## config.mk

```make
export PLATFORM = sky130hd
export DESIGN_NAME = job_slot_pool_manager_top_flat
export DESIGN_NICKNAME = d
export VERILOG_FILES = /design/src/design/jspm_pkg.sv /design/src/design/jspm_if.sv /design/src/design/job_slot_pool_manager_top.sv /design/src/design/jspm_ram.sv /design/src/flat_wrapper.sv
export SDC_FILE = /design/constraint.sdc
export NUM_CORES = 1
export LEC_CHECK = 0
export ABC_AREA = 1
export BUFFER_PORTS_ARGS = -buffer_cell sky130_fd_sc_hd__buf_2
export CAP_MARGIN = 20
export CORE_UTILIZATION = 55
export CTS_CLUSTER_DIAMETER = 100
export DETAILED_ROUTE_END_ITERATION = 12
export GPL_ROUTABILITY_DRIVEN = 0
export PLACE_DENSITY = 0.75
export SLEW_MARGIN = 40
export SYNTH_ARGS = -nofsm -noshare
export SYNTH_HDL_FRONTEND = slang
export SYNTH_SLANG_ARGS = --single-unit
```

## constraint.sdc

```tcl
create_clock -name clk -period 6.5 [get_ports clk]
set_input_delay 0 -clock clk [delete_from_list [all_inputs] [get_ports clk]]
set_output_delay 0 -clock clk [all_outputs]
set_load 0.02 [all_outputs]
```

## src/design/jspm_pkg.sv

```systemverilog
// ============================================================================
// jspm_pkg
// Shared field widths, operation and status codes, slot states and the
// sequencer state type of the job slot pool manager.
// ============================================================================
`default_nettype none

package jspm_pkg;

  // Field widths of the request and response transfers.
  localparam int FUNC_W       = 3;
  localparam int SLOT_ID_W    = 4;
  localparam int PAYLOAD_W    = 32;
  localparam int STATUS_W     = 3;
  localparam int COUNT_W      = 5;
  localparam int SLOT_STATE_W = 2;

  // Operation codes. Codes above clear behave as a query.
  localparam logic [FUNC_W-1:0] FN_ADD      = 3'd0;
  localparam logic [FUNC_W-1:0] FN_DISPATCH = 3'd1;
  localparam logic [FUNC_W-1:0] FN_COMPLETE = 3'd2;
  localparam logic [FUNC_W-1:0] FN_CANCEL   = 3'd3;
  localparam logic [FUNC_W-1:0] FN_CLEAR    = 3'd4;

  // Response status codes.
  localparam logic [STATUS_W-1:0] STAT_OK           = 3'd0;
  localparam logic [STATUS_W-1:0] STAT_NO_FREE      = 3'd1;
  localparam logic [STATUS_W-1:0] STAT_NONE_PENDING = 3'd2;
  localparam logic [STATUS_W-1:0] STAT_NOT_PENDING  = 3'd3;
  localparam logic [STATUS_W-1:0] STAT_NOT_ACTIVE   = 3'd4;

  // Per-slot state codes held in the state memory.
  localparam logic [SLOT_STATE_W-1:0] SLOT_FREE    = 2'd0;
  localparam logic [SLOT_STATE_W-1:0] SLOT_PENDING = 2'd1;
  localparam logic [SLOT_STATE_W-1:0] SLOT_ACTIVE  = 2'd2;

  // Sequencer states.
  typedef enum logic [3:0] {
    S_INIT,
    S_IDLE,
    S_DECODE,
    S_ADD,
    S_DISPATCH,
    S_CHECK,
    S_WALK,
    S_UNLINK,
    S_CLEAR,
    S_DONE
  } jspm_state_t;

endpackage

`default_nettype wire

```

## src/design/jspm_if.sv

```systemverilog
// ============================================================================
// jspm_if
// Valid/ready channel interfaces for pool requests and pool responses.
// ============================================================================
`default_nettype none

interface jspm_req_if;
  import jspm_pkg::*;

  logic                 valid;
  logic                 ready;
  logic [FUNC_W-1:0]    func;
  logic [SLOT_ID_W-1:0] slot_id;
  logic [PAYLOAD_W-1:0] payload;

  modport source (output valid, output func, output slot_id, output payload,
                  input ready);
  modport sink   (input valid, input func, input slot_id, input payload,
                  output ready);
endinterface

interface jspm_rsp_if;
  import jspm_pkg::*;

  logic                 valid;
  logic                 ready;
  logic [STATUS_W-1:0]  status;
  logic [SLOT_ID_W-1:0] result_id;
  logic [PAYLOAD_W-1:0] result_payload;
  logic [COUNT_W-1:0]   free_count;
  logic [COUNT_W-1:0]   pending_count_out;
  logic [COUNT_W-1:0]   active_count_out;
  logic                 slot_is_free;

  modport source (output valid, output status, output result_id,
                  output result_payload, output free_count,
                  output pending_count_out, output active_count_out,
                  output slot_is_free, input ready);
  modport sink   (input valid, input status, input result_id,
                  input result_payload, input free_count,
                  input pending_count_out, input active_count_out,
                  input slot_is_free, output ready);
endinterface

`default_nettype wire

```

## src/design/job_slot_pool_manager_top.sv

```systemverilog
// ============================================================================
// job_slot_pool_manager_top
// Job slot pool with LIFO free and pending lists kept as links in a memory.
// ============================================================================
// Flow: a request is decoded, then handled in an add, dispatch, check, walk or clear
// state before the response is registered. A failed add or dispatch or an id beyond the
// pool goes from decode straight to the response. Cancel walks the pending list from its
// head to the match, clear walks the whole pending list; each list step is one read of the
// link memory. The next request is taken only after the response is registered.
// After reset a clearing pass builds the free chain before any request is taken.
`default_nettype none

module job_slot_pool_manager_top #(
  parameter int MAX_JOBS = 16
) (
  input wire logic clk,
  input wire logic rst,
  jspm_req_if.sink   req,
  jspm_rsp_if.source rsp
);
  import jspm_pkg::*;

  localparam int IW = (MAX_JOBS > 1) ? $clog2(MAX_JOBS) : 1;
  localparam int LW = $clog2(MAX_JOBS + 1);
  localparam int CW = (LW > COUNT_W) ? LW : COUNT_W;
  localparam int XW = (LW > SLOT_ID_W) ? LW : SLOT_ID_W;
  localparam logic [LW-1:0] NIL       = LW'(MAX_JOBS);
  localparam logic [IW-1:0] INIT_LAST = IW'(MAX_JOBS - 1);
  localparam logic [CW-1:0] WALK_MAX  = CW'(MAX_JOBS);

  jspm_state_t state, state_next;

  // Control registers.
  logic [IW-1:0] init_idx;
  logic [LW-1:0] free_head;
  logic [LW-1:0] pending_head;
  logic [CW-1:0] pending_total;
  logic [CW-1:0] active_total;
  logic          out_valid;

  // Request and work registers.
  logic [FUNC_W-1:0]    func_q;
  logic [SLOT_ID_W-1:0] sid_q;
  logic [PAYLOAD_W-1:0] pay_q;
  logic [LW-1:0]        walk_cur;
  logic [LW-1:0]        walk_prev;
  logic [CW-1:0]        walk_n;
  logic [STATUS_W-1:0]  res_status;
  logic [SLOT_ID_W-1:0] res_id;
  logic [PAYLOAD_W-1:0] res_pay;
  logic                 res_free;

  // Response registers.
  logic [STATUS_W-1:0]  out_status;
  logic [SLOT_ID_W-1:0] out_id;
  logic [PAYLOAD_W-1:0] out_pay;
  logic [COUNT_W-1:0]   out_free_cnt;
  logic [COUNT_W-1:0]   out_pend_cnt;
  logic [COUNT_W-1:0]   out_act_cnt;
  logic                 out_is_free;

  // Memory ports.
  logic                    lk_we, st_we, py_we;
  logic [IW-1:0]           lk_wa, st_wa, py_wa;
  logic [IW-1:0]           lk_ra, st_ra, py_ra;
  logic [LW-1:0]           lk_wd, lk_rd;
  logic [SLOT_STATE_W-1:0] st_wd, st_rd;
  logic [PAYLOAD_W-1:0]    py_wd, py_rd;

  logic          accept;
  logic          out_load;
  logic          sid_ok;
  logic [LW-1:0] sid_slot;
  logic          walk_hit;
  logic          walk_end;
  logic          clear_end;

  // Shared decode terms.
  assign accept    = req.valid && req.ready;
  assign out_load  = (state == S_DONE) && (!out_valid || rsp.ready);
  assign sid_ok    = XW'(sid_q) < XW'(MAX_JOBS);
  assign sid_slot  = LW'(sid_q);
  assign walk_hit  = walk_cur == sid_slot;
  assign walk_end  = (walk_cur == NIL) || (walk_n == WALK_MAX);
  assign clear_end = (pending_head == NIL) || (walk_n == WALK_MAX);

  // Link, slot state and payload memories.
  jspm_ram #(.DEPTH(MAX_JOBS), .WIDTH(LW)) u_link (
    .clk(clk), .we(lk_we), .waddr(lk_wa), .wdata(lk_wd), .raddr(lk_ra), .rdata(lk_rd)
  );

  jspm_ram #(.DEPTH(MAX_JOBS), .WIDTH(SLOT_STATE_W)) u_state (
    .clk(clk), .we(st_we), .waddr(st_wa), .wdata(st_wd), .raddr(st_ra), .rdata(st_rd)
  );

  jspm_ram #(.DEPTH(MAX_JOBS), .WIDTH(PAYLOAD_W)) u_payload (
    .clk(clk), .we(py_we), .waddr(py_wa), .wdata(py_wd), .raddr(py_ra), .rdata(py_rd)
  );

  // Next-state logic of the sequencer.
  always_comb begin
    state_next = state;
    unique case (state)
      S_INIT: begin
        if (init_idx == INIT_LAST) state_next = S_IDLE;
      end
      S_IDLE: begin
        if (req.valid) state_next = S_DECODE;
      end
      S_DECODE: begin
        unique case (func_q)
          FN_ADD:      state_next = (free_head == NIL) ? S_DONE : S_ADD;
          FN_DISPATCH: state_next = (pending_head == NIL) ? S_DONE : S_DISPATCH;
          FN_CLEAR:    state_next = S_CLEAR;
          default:     state_next = sid_ok ? S_CHECK : S_DONE;
        endcase
      end
      S_ADD, S_DISPATCH, S_UNLINK: begin
        state_next = S_DONE;
      end
      S_CHECK: begin
        if (func_q == FN_CANCEL && st_rd == SLOT_PENDING) state_next = S_WALK;
        else state_next = S_DONE;
      end
      S_WALK: begin
        if (walk_hit) state_next = S_UNLINK;
        else if (walk_end) state_next = S_DONE;
      end
      S_CLEAR: begin
        if (clear_end) state_next = S_DONE;
      end
      S_DONE: begin
        if (out_load) state_next = S_IDLE;
      end
      default: state_next = S_IDLE;
    endcase
  end

  // Memory port control and request handshake.
  always_comb begin
    req.ready = (state == S_IDLE);
    lk_we = 1'b0;
    lk_wa = '0;
    lk_wd = '0;
    lk_ra = '0;
    st_we = 1'b0;
    st_wa = '0;
    st_wd = SLOT_FREE;
    st_ra = '0;
    py_we = 1'b0;
    py_wa = IW'(free_head);
    py_wd = pay_q;
    py_ra = IW'(pending_head);
    unique case (state)
      S_INIT: begin
        lk_we = 1'b1;
        lk_wa = init_idx;
        lk_wd = LW'(init_idx) + LW'(1);
        st_we = 1'b1;
        st_wa = init_idx;
      end
      S_DECODE: begin
        lk_ra = (func_q == FN_ADD) ? IW'(free_head) : IW'(pending_head);
        st_ra = IW'(sid_q);
      end
      S_ADD: begin
        lk_we = 1'b1;
        lk_wa = IW'(free_head);
        lk_wd = pending_head;
        st_we = 1'b1;
        st_wa = IW'(free_head);
        st_wd = SLOT_PENDING;
        py_we = 1'b1;
      end
      S_DISPATCH: begin
        lk_we = 1'b1;
        lk_wa = IW'(pending_head);
        lk_wd = NIL;
        st_we = 1'b1;
        st_wa = IW'(pending_head);
        st_wd = SLOT_ACTIVE;
      end
      S_CHECK: begin
        // Completing an active job pushes its slot onto the free list.
        lk_ra = IW'(pending_head);
        if (func_q == FN_COMPLETE && st_rd == SLOT_ACTIVE) begin
          lk_we = 1'b1;
          lk_wa = IW'(sid_q);
          lk_wd = free_head;
          st_we = 1'b1;
          st_wa = IW'(sid_q);
        end
      end
      S_WALK: begin
        // Follow the chain; on a match behind the head, bypass the slot.
        lk_ra = IW'(lk_rd);
        if (walk_hit && walk_prev != NIL) begin
          lk_we = 1'b1;
          lk_wa = IW'(walk_prev);
          lk_wd = lk_rd;
        end
      end
      S_UNLINK: begin
        lk_we = 1'b1;
        lk_wa = IW'(sid_q);
        lk_wd = free_head;
        st_we = 1'b1;
        st_wa = IW'(sid_q);
      end
      S_CLEAR: begin
        lk_ra = IW'(lk_rd);
        if (!clear_end) begin
          lk_we = 1'b1;
          lk_wa = IW'(pending_head);
          lk_wd = free_head;
          st_we = 1'b1;
          st_wa = IW'(pending_head);
        end
      end
      default: begin
      end
    endcase
  end

  // Control registers: list heads, totals and response valid.
  always_ff @(posedge clk) begin
    if (rst) begin
      state         <= S_INIT;
      init_idx      <= '0;
      free_head     <= '0;
      pending_head  <= NIL;
      pending_total <= '0;
      active_total  <= '0;
      out_valid     <= 1'b0;
    end else begin
      state <= state_next;
      if (out_load) out_valid <= 1'b1;
      else if (rsp.ready) out_valid <= 1'b0;
      unique case (state)
        S_INIT: begin
          init_idx <= init_idx + IW'(1);
        end
        S_ADD: begin
          free_head     <= lk_rd;
          pending_head  <= free_head;
          pending_total <= pending_total + CW'(1);
        end
        S_DISPATCH: begin
          pending_head  <= lk_rd;
          pending_total <= pending_total - CW'(1);
          active_total  <= active_total + CW'(1);
        end
        S_CHECK: begin
          if (func_q == FN_COMPLETE && st_rd == SLOT_ACTIVE) begin
            free_head    <= sid_slot;
            active_total <= active_total - CW'(1);
          end
        end
        S_WALK: begin
          if (walk_hit && walk_prev == NIL) pending_head <= lk_rd;
        end
        S_UNLINK: begin
          free_head     <= sid_slot;
          pending_total <= pending_total - CW'(1);
        end
        S_CLEAR: begin
          if (clear_end) begin
            pending_head  <= NIL;
            pending_total <= '0;
          end else begin
            free_head    <= pending_head;
            pending_head <= lk_rd;
          end
        end
        default: begin
        end
      endcase
    end
  end

  // Request capture, walk registers and the result being built.
  always_ff @(posedge clk) begin
    unique case (state)
      S_IDLE: begin
        if (accept) begin
          func_q     <= req.func;
          sid_q      <= req.slot_id;
          pay_q      <= req.payload;
          res_status <= STAT_OK;
          res_id     <= '0;
          res_pay    <= '0;
          res_free   <= 1'b0;
        end
      end
      S_DECODE: begin
        walk_n <= '0;
        unique case (func_q)
          FN_ADD: begin
            if (free_head == NIL) res_status <= STAT_NO_FREE;
          end
          FN_DISPATCH: begin
            if (pending_head == NIL) res_status <= STAT_NONE_PENDING;
          end
          FN_COMPLETE: begin
            if (!sid_ok) res_status <= STAT_NOT_ACTIVE;
          end
          FN_CANCEL: begin
            if (!sid_ok) res_status <= STAT_NOT_PENDING;
          end
          default: begin
          end
        endcase
      end
      S_ADD: begin
        res_id <= SLOT_ID_W'(free_head);
      end
      S_DISPATCH: begin
        res_id  <= SLOT_ID_W'(pending_head);
        res_pay <= py_rd;
      end
      S_CHECK: begin
        unique case (func_q)
          FN_COMPLETE: begin
            if (st_rd != SLOT_ACTIVE) res_status <= STAT_NOT_ACTIVE;
          end
          FN_CANCEL: begin
            if (st_rd != SLOT_PENDING) begin
              res_status <= STAT_NOT_PENDING;
            end else begin
              walk_cur  <= pending_head;
              walk_prev <= NIL;
            end
          end
          default: begin
            res_free <= (st_rd == SLOT_FREE);
          end
        endcase
      end
      S_WALK: begin
        if (!walk_hit) begin
          if (walk_end) begin
            res_status <= STAT_NOT_PENDING;
          end else begin
            walk_prev <= walk_cur;
            walk_cur  <= lk_rd;
            walk_n    <= walk_n + CW'(1);
          end
        end
      end
      S_CLEAR: begin
        if (!clear_end) walk_n <= walk_n + CW'(1);
      end
      S_DONE: begin
        if (out_load) begin
          out_status   <= res_status;
          out_id       <= res_id;
          out_pay      <= res_pay;
          out_is_free  <= res_free;
          out_free_cnt <= COUNT_W'(WALK_MAX - pending_total - active_total);
          out_pend_cnt <= COUNT_W'(pending_total);
          out_act_cnt  <= COUNT_W'(active_total);
        end
      end
      default: begin
      end
    endcase
  end

  // Response channel.
  assign rsp.valid             = out_valid;
  assign rsp.status            = out_status;
  assign rsp.result_id         = out_id;
  assign rsp.result_payload    = out_pay;
  assign rsp.free_count        = out_free_cnt;
  assign rsp.pending_count_out = out_pend_cnt;
  assign rsp.active_count_out  = out_act_cnt;
  assign rsp.slot_is_free      = out_is_free;

endmodule

`default_nettype wire

```

## src/design/jspm_ram.sv

```systemverilog
// ============================================================================
// jspm_ram
// Simple dual-port memory: one write port and one registered read port.
// ============================================================================
`default_nettype none

module jspm_ram #(
  parameter int DEPTH = 16,
  parameter int WIDTH = 8,
  localparam int AW   = (DEPTH > 1) ? $clog2(DEPTH) : 1
) (
  input  wire logic             clk,
  input  wire logic             we,
  input  wire logic [AW-1:0]    waddr,
  input  wire logic [WIDTH-1:0] wdata,
  input  wire logic [AW-1:0]    raddr,
  output logic      [WIDTH-1:0] rdata
);

  logic [WIDTH-1:0] mem [DEPTH];

  // Write port.
  always_ff @(posedge clk) begin
    if (we) begin
      mem[waddr] <= wdata;
    end
  end

  // Registered read port.
  always_ff @(posedge clk) begin
    rdata <= mem[raddr];
  end

endmodule

`default_nettype wire
```

## src/flat_wrapper.sv

```systemverilog
// flat-port wrapper written by rule: the top's interface ports become plain ports
module job_slot_pool_manager_top_flat import jspm_pkg::*;
#(
  parameter int MAX_JOBS = 16
)
  (clk, rst, req_valid, req_func, req_slot_id, req_payload, req_ready, rsp_valid, rsp_status, rsp_result_id, rsp_result_payload, rsp_free_count, rsp_pending_count_out, rsp_active_count_out, rsp_slot_is_free, rsp_ready);
  jspm_req_if req_i ();
  jspm_rsp_if rsp_i ();
  input wire logic clk;
  input wire logic rst;
  input wire logic [$bits(req_i.valid)-1:0] req_valid;
  input wire logic [$bits(req_i.func)-1:0] req_func;
  input wire logic [$bits(req_i.slot_id)-1:0] req_slot_id;
  input wire logic [$bits(req_i.payload)-1:0] req_payload;
  output wire logic [$bits(req_i.ready)-1:0] req_ready;
  output wire logic [$bits(rsp_i.valid)-1:0] rsp_valid;
  output wire logic [$bits(rsp_i.status)-1:0] rsp_status;
  output wire logic [$bits(rsp_i.result_id)-1:0] rsp_result_id;
  output wire logic [$bits(rsp_i.result_payload)-1:0] rsp_result_payload;
  output wire logic [$bits(rsp_i.free_count)-1:0] rsp_free_count;
  output wire logic [$bits(rsp_i.pending_count_out)-1:0] rsp_pending_count_out;
  output wire logic [$bits(rsp_i.active_count_out)-1:0] rsp_active_count_out;
  output wire logic [$bits(rsp_i.slot_is_free)-1:0] rsp_slot_is_free;
  input wire logic [$bits(rsp_i.ready)-1:0] rsp_ready;
  assign req_i.valid = req_valid;
  assign req_i.func = req_func;
  assign req_i.slot_id = req_slot_id;
  assign req_i.payload = req_payload;
  assign req_ready = req_i.ready;
  assign rsp_valid = rsp_i.valid;
  assign rsp_status = rsp_i.status;
  assign rsp_result_id = rsp_i.result_id;
  assign rsp_result_payload = rsp_i.result_payload;
  assign rsp_free_count = rsp_i.free_count;
  assign rsp_pending_count_out = rsp_i.pending_count_out;
  assign rsp_active_count_out = rsp_i.active_count_out;
  assign rsp_slot_is_free = rsp_i.slot_is_free;
  assign rsp_i.ready = rsp_ready;
  job_slot_pool_manager_top #(.MAX_JOBS(MAX_JOBS)) u_core (.clk(clk), .rst(rst), .req(req_i), .rsp(rsp_i));
endmodule
```

# Word level (Yosys, flattened, before mapping)
# Memory sizes are Yosys's and may differ from the RTL's. A register that Yosys moved wholly into a read port is not among the register bits.
# Index checks and enable logic that the tools add are counted.
[op_classes]
eq_ne = 46
mul = 0
n_shift = 0
n_lt_le_gt_ge = 0
muxes = 79
n_addsub = 9
reduce_logical = 42
n_div = 0
bitwise_logic = 0
[ops]
columns = ["operator", "count"]
rows = [
  ["$mux W5", 20],
  ["$pmux W32 S2", 1],
  ["$mux W4", 15],
  ["$pmux W5 S4", 2],
  ["$pmux W4 S3", 3],
  ["$pmux W5 S7", 1],
  ["$mux W32", 1],
  ["$pmux W4 S8", 1],
  ["$pmux W5 S2", 3],
  ["$pmux W5 S3", 2],
  ["$pmux W4 S7", 1],
  ["$eq A5 B5 Y1 const B", 5],
  ["$pmux W4 S6", 1],
  ["$mux W3", 7],
  ["$eq A4 B3 Y1 const B", 4],
  ["$ne A2 B1 Y1 const B", 8],
  ["$ne A2 B2 Y1 const B", 8],
  ["$add A5 B1 Y5 const B", 3],
  ["$mux W1", 14],
  ["$reduce_and A2 Y1", 7],
  ["$eq A4 B4 Y1 const B", 3],
  ["$pmux W3 S2", 2],
  ["$pmux W3 S4", 1],
  ["$reduce_bool A4 Y1", 3],
  ["other kinds (36)", 60],
]
[word_totals]
n_memories = 3
rom_bits = 0
latchBits = 0
reg_bits = 178
output_inout_bits = 57
ramBits = 624
[mem_list]
columns = ["name", "words", "width", "rd", "rd_ports_with_merged_regs", "wr", "line_no", "rtl"]
rows = [
  ["u_core.u_payload.mem", 16, 32, 1, 1, 1, "jspm_ram.sv:20", "logic [WIDTH-1:0] mem [DEPTH];"],
  ["u_core.u_link.mem", 16, 5, 1, 1, 1, "jspm_ram.sv:20", ""],
  ["u_core.u_state.mem", 16, 2, 1, 1, 1, "jspm_ram.sv:20", ""],
]

# Logic depth before layout (Yosys ltp)
[logic_depth]
word_depth = 6
depth_mapped = 13

# Modules after synthesis
# From an unflattened synthesis, not the netlist that was laid out.
[unflattened]
cells_unflattened = 3368
area_unflattened_um2 = 35734.3
[modules_own_cells]
columns = ["module", "instances", "seq_area_each_um2", "cells_per_inst", "area_per_inst_um2"]
rows = [
  ["jspm_ram (u_core.u_payload)", 1, 16015.4, 2120, 22730.6],
  ["job_slot_pool_manager_top", 1, 5054.8, 734, 7738.7],
  ["jspm_ram (u_core.u_link)", 1, 2502.4, 355, 3733.6],
  ["jspm_ram (u_core.u_state)", 1, 1001.0, 159, 1531.5],
]

# Worst setup path after synthesis
# Ideal clock, no wire load.
[synth_timing]
path_type = "register -> register"
from = "register u_core.state[3]"
to = "register u_core.out_act_cnt[0], in the netlist u_core.rsp.active_count_out[0], enable pin"
synth_period_minus_slack_ns = 6.533
required_time_ns = 5.893
arrival_time_ns = 5.926
stages_incl_launch_ff = 3
setup_slack_ns = -0.033
cell_sequence = "dfxtp_1 > inv_2 > nor4_1"
[synth_between]
elab_chain_len = 3
[synth_rtl]
columns = ["element", "line_no", "rtl"]
rows = [
  ["start, declared", "job_slot_pool_manager_top.sv:31", "jspm_state_t state, state_next;"],
  ["start signal, assigned", "job_slot_pool_manager_top.sv:236", "state <= state_next;"],
  ["$eq A4 B4 Y1", "job_slot_pool_manager_top.sv:80", "assign out_load = (state == S_DONE) && (!out_valid || rsp.ready);"],
  ["$logic_and A1 B1 Y1", "job_slot_pool_manager_top.sv:80", ""],
  ["named net u_core.out_load", "job_slot_pool_manager_top.sv:71", "logic out_load;"],
  ["$reduce_and A2 Y1 (no line)", "--", ""],
  ["end signal, assigned", "job_slot_pool_manager_top.sv:361", "out_act_cnt <= COUNT_W'(active_total);"],
  ["end, declared", "job_slot_pool_manager_top.sv:59", "logic [COUNT_W-1:0] out_act_cnt;"],
]
# The timed path passes the listed nets, and every way through them passes these cells.
# A chain may end at the register's enable or synchronous reset.

# Worst setup path in the final report
[layout_timing]
from = "register u_core.pending_head[0]"
to = "memory u_core.u_link.mem[1][1] (netlist bit), enable pin"
[layout_between]
elab_chain_len = 6
word_cells_on_any_way = 8
classes_between = "1 x eq/ne; 6 x mux; 1 x reduce/logical"
[layout_rtl]
columns = ["element", "line_no", "rtl"]
rows = [
  ["start, declared", "job_slot_pool_manager_top.sv:36", "logic [LW-1:0] pending_head;"],
  ["start signal, assigned", "job_slot_pool_manager_top.sv:245", "pending_head <= free_head;"],
  ["start signal, assigned", "job_slot_pool_manager_top.sv:249", "pending_head <= lk_rd;"],
  ["start signal, assigned", "job_slot_pool_manager_top.sv:260", "if (walk_hit && walk_prev == NIL) pending_head <= lk_rd;"],
  ["$eq A5 B5 Y1", "job_slot_pool_manager_top.sv:85", "assign clear_end = (pending_head == NIL) || (walk_n == WALK_MAX);"],
  ["$logic_or A1 B1 Y1", "job_slot_pool_manager_top.sv:85", ""],
  ["$mux W1", "job_slot_pool_manager_top.sv:212", "if (!clear_end) begin"],
  ["$pmux W1 S4", "job_slot_pool_manager_top.sv:154", "unique case (state)"],
  ["$mux W1", "jspm_ram.sv:24", "if (we) begin"],
  ["$mux W1 (not written as such)", "jspm_ram.sv:25", "mem[waddr] <= wdata;"],
  ["end, declared", "jspm_ram.sv:20", ""],
]
# Several ways; a longest one is shown, not always the timed one.

==> run summary <==
The flow ran to the end, and the final reports show no timing, DRC or antenna violations. The first-iteration detailed-routing DRC count came out at around 2700. The global route total overflow came out at 0.

After synthesis, the cell types taking the most area are edfxtp_1 70%, nor2_1 4.6%, o21ai_0 4.6%. The fraction of layout instances using a drive strength above 1 is approximately an eighth. The share of Yosys cell area claimed by the top area cell type came out at between 60 and 70%. The final total power came out at 11.4 mW. Clock-pin slew was measured on the worst setup and hold paths at ~0.060 ns. The maximum number of buffers from clock root to sink came out at 3. The routed wire length came out at about 77000 um.

The worst ir drop on vdd is 185 uV. The floorplan step set the die height to 248 um. The tightest hold margin came out at 0.0724 ns. Of the total power, the share spent switching nets is a little over a fifth. The biggest fanout along the worst timing path came out at 120. The clock network fraction of design power is about two fifths. The yosys synthesis warning count came out at 0. The number of buffer cells added on primary ports came out at 99.

Setup repair after global routing left no endpoint under its margin. The leading cell type by number of instances after synthesis is edfxtp_1. The relative area change from synthesis to final layout came out at 13.5%. The number of top-level pins is 100. The total negative setup slack is 0 ns.

The DRC violations left is 0. The H-tree level count came out at 3. The total inserted antenna cells came out at 0.

The via count of the first global-routing pass was approximately 21000. The synthesis-stage register bit count is between 800 and 900. The latest clock arrival within the worst-skew pair is 0.63 ns. The post-synth net total came out at 2675. The setup clock skew after layout is between 0.03 and 0.04 ns. The highest cell delay on the worst timing path came out at 0.50 ns. The leakage power total is around 13 nW.

The net count of the finished layout is 2801. Traced cell by cell, the critical path runs through buf_12 -> inv_8 -> nand4_1 -> nand2_1 -> o22ai_1 -> nand3b_1 -> nor2_2 -> nand2_1 -> nor2_1. The minimum clock period after layout came out at 3.35 ns. The commonest cells after synthesis are 773 x edfxtp_1, 407 x nor2_1, 305 x o21ai_0, 198 x inv_1, 191 x nand2_1. The share of synthesized area occupied by flip-flops and latches is between 70% and 80%. Dividing the detail-routed via count by the number of cells gives a little over 6. After layout, the worst setup slack is between 3 and 4 ns. The CTS tree is yes. The horizontal extent of the die came out at roughly 250 um.

The element type at the critical path end is a flip-flop. The total standard cell area after synthesis came out at approximately 33000 um^2. The HPWL reported at the end of detailed placement came out at between 40000 and 50000 um. The net load switching power came out at around 2.5 mW. The count of final setup violators is 0. Counting the fill cells in the layout gives between 4000 and 5000. The post-detailed-route wirelength per cell came out at roughly 22 um. In the synthesized netlist, the number of instances is roughly 2600. The die outline area came out at 61600 um^2. The area occupied by multi-input gates is approximately 7500 um^2. The initial utilization of the core area, before any placement, comes to 56.0%. The instance area at placement came out at about 35000 um^2.

The library cell used as clock root buffer is clkbuf_16. The post-route cell area came out at 37800 um^2. The first detailed-routing pass took 8 iterations. The number of pins with negative max-slew slack in the final report came out at 0.

The maximum achievable frequency is 299 MHz. The fraction of power consumed by sequential logic is between 50 and 60%. The wire length of the first global-routing pass is about 120000 um. The most numerous cell type found on the critical path is nand2_1. The critical path required time is about 6.8 ns.

The core region is ~59000 um^2. The average size of a mapped cell is 12.7 um^2. The proportion of register bits with asynchronous set or reset after synthesis came out at 0%.

The class of the tightest hold or removal check is input port to flip-flop. Entering global routing, the biggest net connects 121 pins. STA puts the critical path data arrival time at roughly 3.6 ns. The setup slack after placement is between 2 and 3 ns.

The relative slew slack came out at between 40 and 50%. The initial antenna violation count came out at 0. The internal power component is 8.91 mW. The category of the critical setup timing path is flip-flop to flip-flop. The number of buffers created by CTS came out at between 80 and 90.

In this run, distinct cell masters in the synthesized netlist total 48. The sequential cell area is about 25000 um^2. The power per unit of standard cell area is 302 nW/um^2. The final hold violation count is 0.

The portion of the clock cycle consumed by the worst path in the final layout came out at between 50% and 60%. The number of enable-type register cells in the synthesized netlist came out at around 770. The number of nets still failing antenna checks after routing is 0. The number of max-cap violations came out at 0.

The number of placement rows is 89. On the critical path, the stage with the largest delay is an instance of inv_8. The clock sink count came out at approximately 840. In the synthesized netlist the dominant register cell turns out to be edfxtp_1. The routed layout has 21800 vias.

The slew at the pin closest to its max-slew limit came out at a little over 0.8 ns. The post-synthesis cell type with the largest combined area is edfxtp_1. The global-route usage over all layers is between 20% and 30%. The part of the total power dissipated in combinational logic is under 10%. The worst setup path is launched from a flip-flop.
-- cell usage in the layout, fill, tap and decap left out, types with 4 or more instances in the layout --
cell           instances
clkbuf_16             86
nand4_1               48
o21ai_1               12
dfxtp_1               64
clkbuf_8               8
a21oi_1               40
nand3_1              131
nor2_1               389
a22oi_1                4
nand2_1              191
nor2_2                11
edfxtp_1             773
o21ai_0              305
xnor2_1                7
xor2_1                 5
o221ai_1              98
buf_4                 35
inv_2                 15
o211ai_1              48
inv_1                197
nor3_1                 9
clkinv_2              16
ha_1                  16
clkbuf_1              19
o22ai_1               39
nor2_4                20
or2_2                  5
clkinv_1              16
buf_2                 99
nand2_2                7
dlygate4sd3_1         43
-- cells by family (layout without fill, tap and decap cells) --
logic type	after synthesis	count (layout)	synth area share (%)
flops	841	841	73.8
simple gates	826	826	10.7
compound gates	558	558	10.2
buf+inv	357	553	4.23
fa+ha+maj	19	19	0.781
xor+xnor	12	12	0.315
-- state kept, by name (all words and copies together) (netlist names), 32 cells and up --
| signal | cells |
|---|---|
| u_core.rsp.result_payload | 32 |
| u_core.u_state.mem | 32 |
| u_core.pay_q | 32 |
| u_core.res_pay | 32 |
| u_core.u_payload.rdata | 32 |
| u_core.u_payload.mem | 512 |
| u_core.u_link.mem | 80 |
-- layout make-up --
type	instances	area share, %
inverters	215	2.16
clock buffers	113	6.17
clock inverters	43	0.943
flip-flops and latches	841	65.0
repair buffers	182	3.34
well taps	773	2.56
multi-input cells	1415	19.8
-- power groups by stage --
| stage | sequential [mW] | combinational (mW) | clock, mW |
|---|---|---|---|
| 2_1_floorplan | 6.27 | 0.333 | 0 |
| 3_3_place_gp | 6.32 | 0.506 | 0 |
| 3_5_place_dp | 6.33 | 0.519 | 0 |
| 4_1_cts | 6.21 | 0.541 | 4.69 |
| 5_1_grt | 6.23 | 0.605 | 4.91 |
| 6_report | 6.22 | 0.549 | 4.64 |
-- worst paths after layout --
kind                            slack [ns]                           startpoint  depth (start not counted)                                       to
worst max-delay path                  3.15  u_core.pending_head[0]$_SDFFE_PP0P_                          9        u_core.u_link.mem[1][1]$_DFFE_PP_
worst min-delay path                  0.07                      req_payload[16]                          2               u_core.pay_q[16]$_DFFE_PP_
worst max register to register        3.15  u_core.pending_head[0]$_SDFFE_PP0P_                          9        u_core.u_link.mem[1][1]$_DFFE_PP_
worst min register to register        0.42     u_core.res_pay[27]$_SDFFCE_PP0P_                          0  u_core.rsp.result_payload[27]$_DFFE_PP_
-- routing by layer --
metal	routed length [um]	share of wire, %	vias up	track usage, %
li1	-	-	9764	-
met3	7420	9.6	187	3.94
met1	31200	40	10600	35.3
met4	2100	2.7	0	8.93
met5	0	0	-	0
met2	36600	47	1283	39.9
-- what timing repair did --
| item | 4_1_cts | 5_1_grt |
|---|---|---|
| endpoints found under the hold margin | 53 | 0 |
| setup buffers | 0 | 0 |
| gates resized for setup | 0 | 0 |
| hold buffers | 43 | 0 |
| setup endpoints to repair | 0 | 0 |
-- worst max-delay path: cells and delay by family (launching register included) --
family	cells	cell delay, ns
AND/OR/NAND/NOR	6	1.67
buffers and inverters	2	0.72
flip-flops	1	0.44
AO/OA/AOI/OAI	1	0.12
-- per-stage QoR --
step	instances	utilization, %
after floorplan	2613	-
after CTS	3581	63.5
after detailed placement	3382	58.3
after global placement	3381	58.2
final	3582	63.6
after global routing	3582	63.6
No activity file was read; power rests on OpenSTA's default activity.
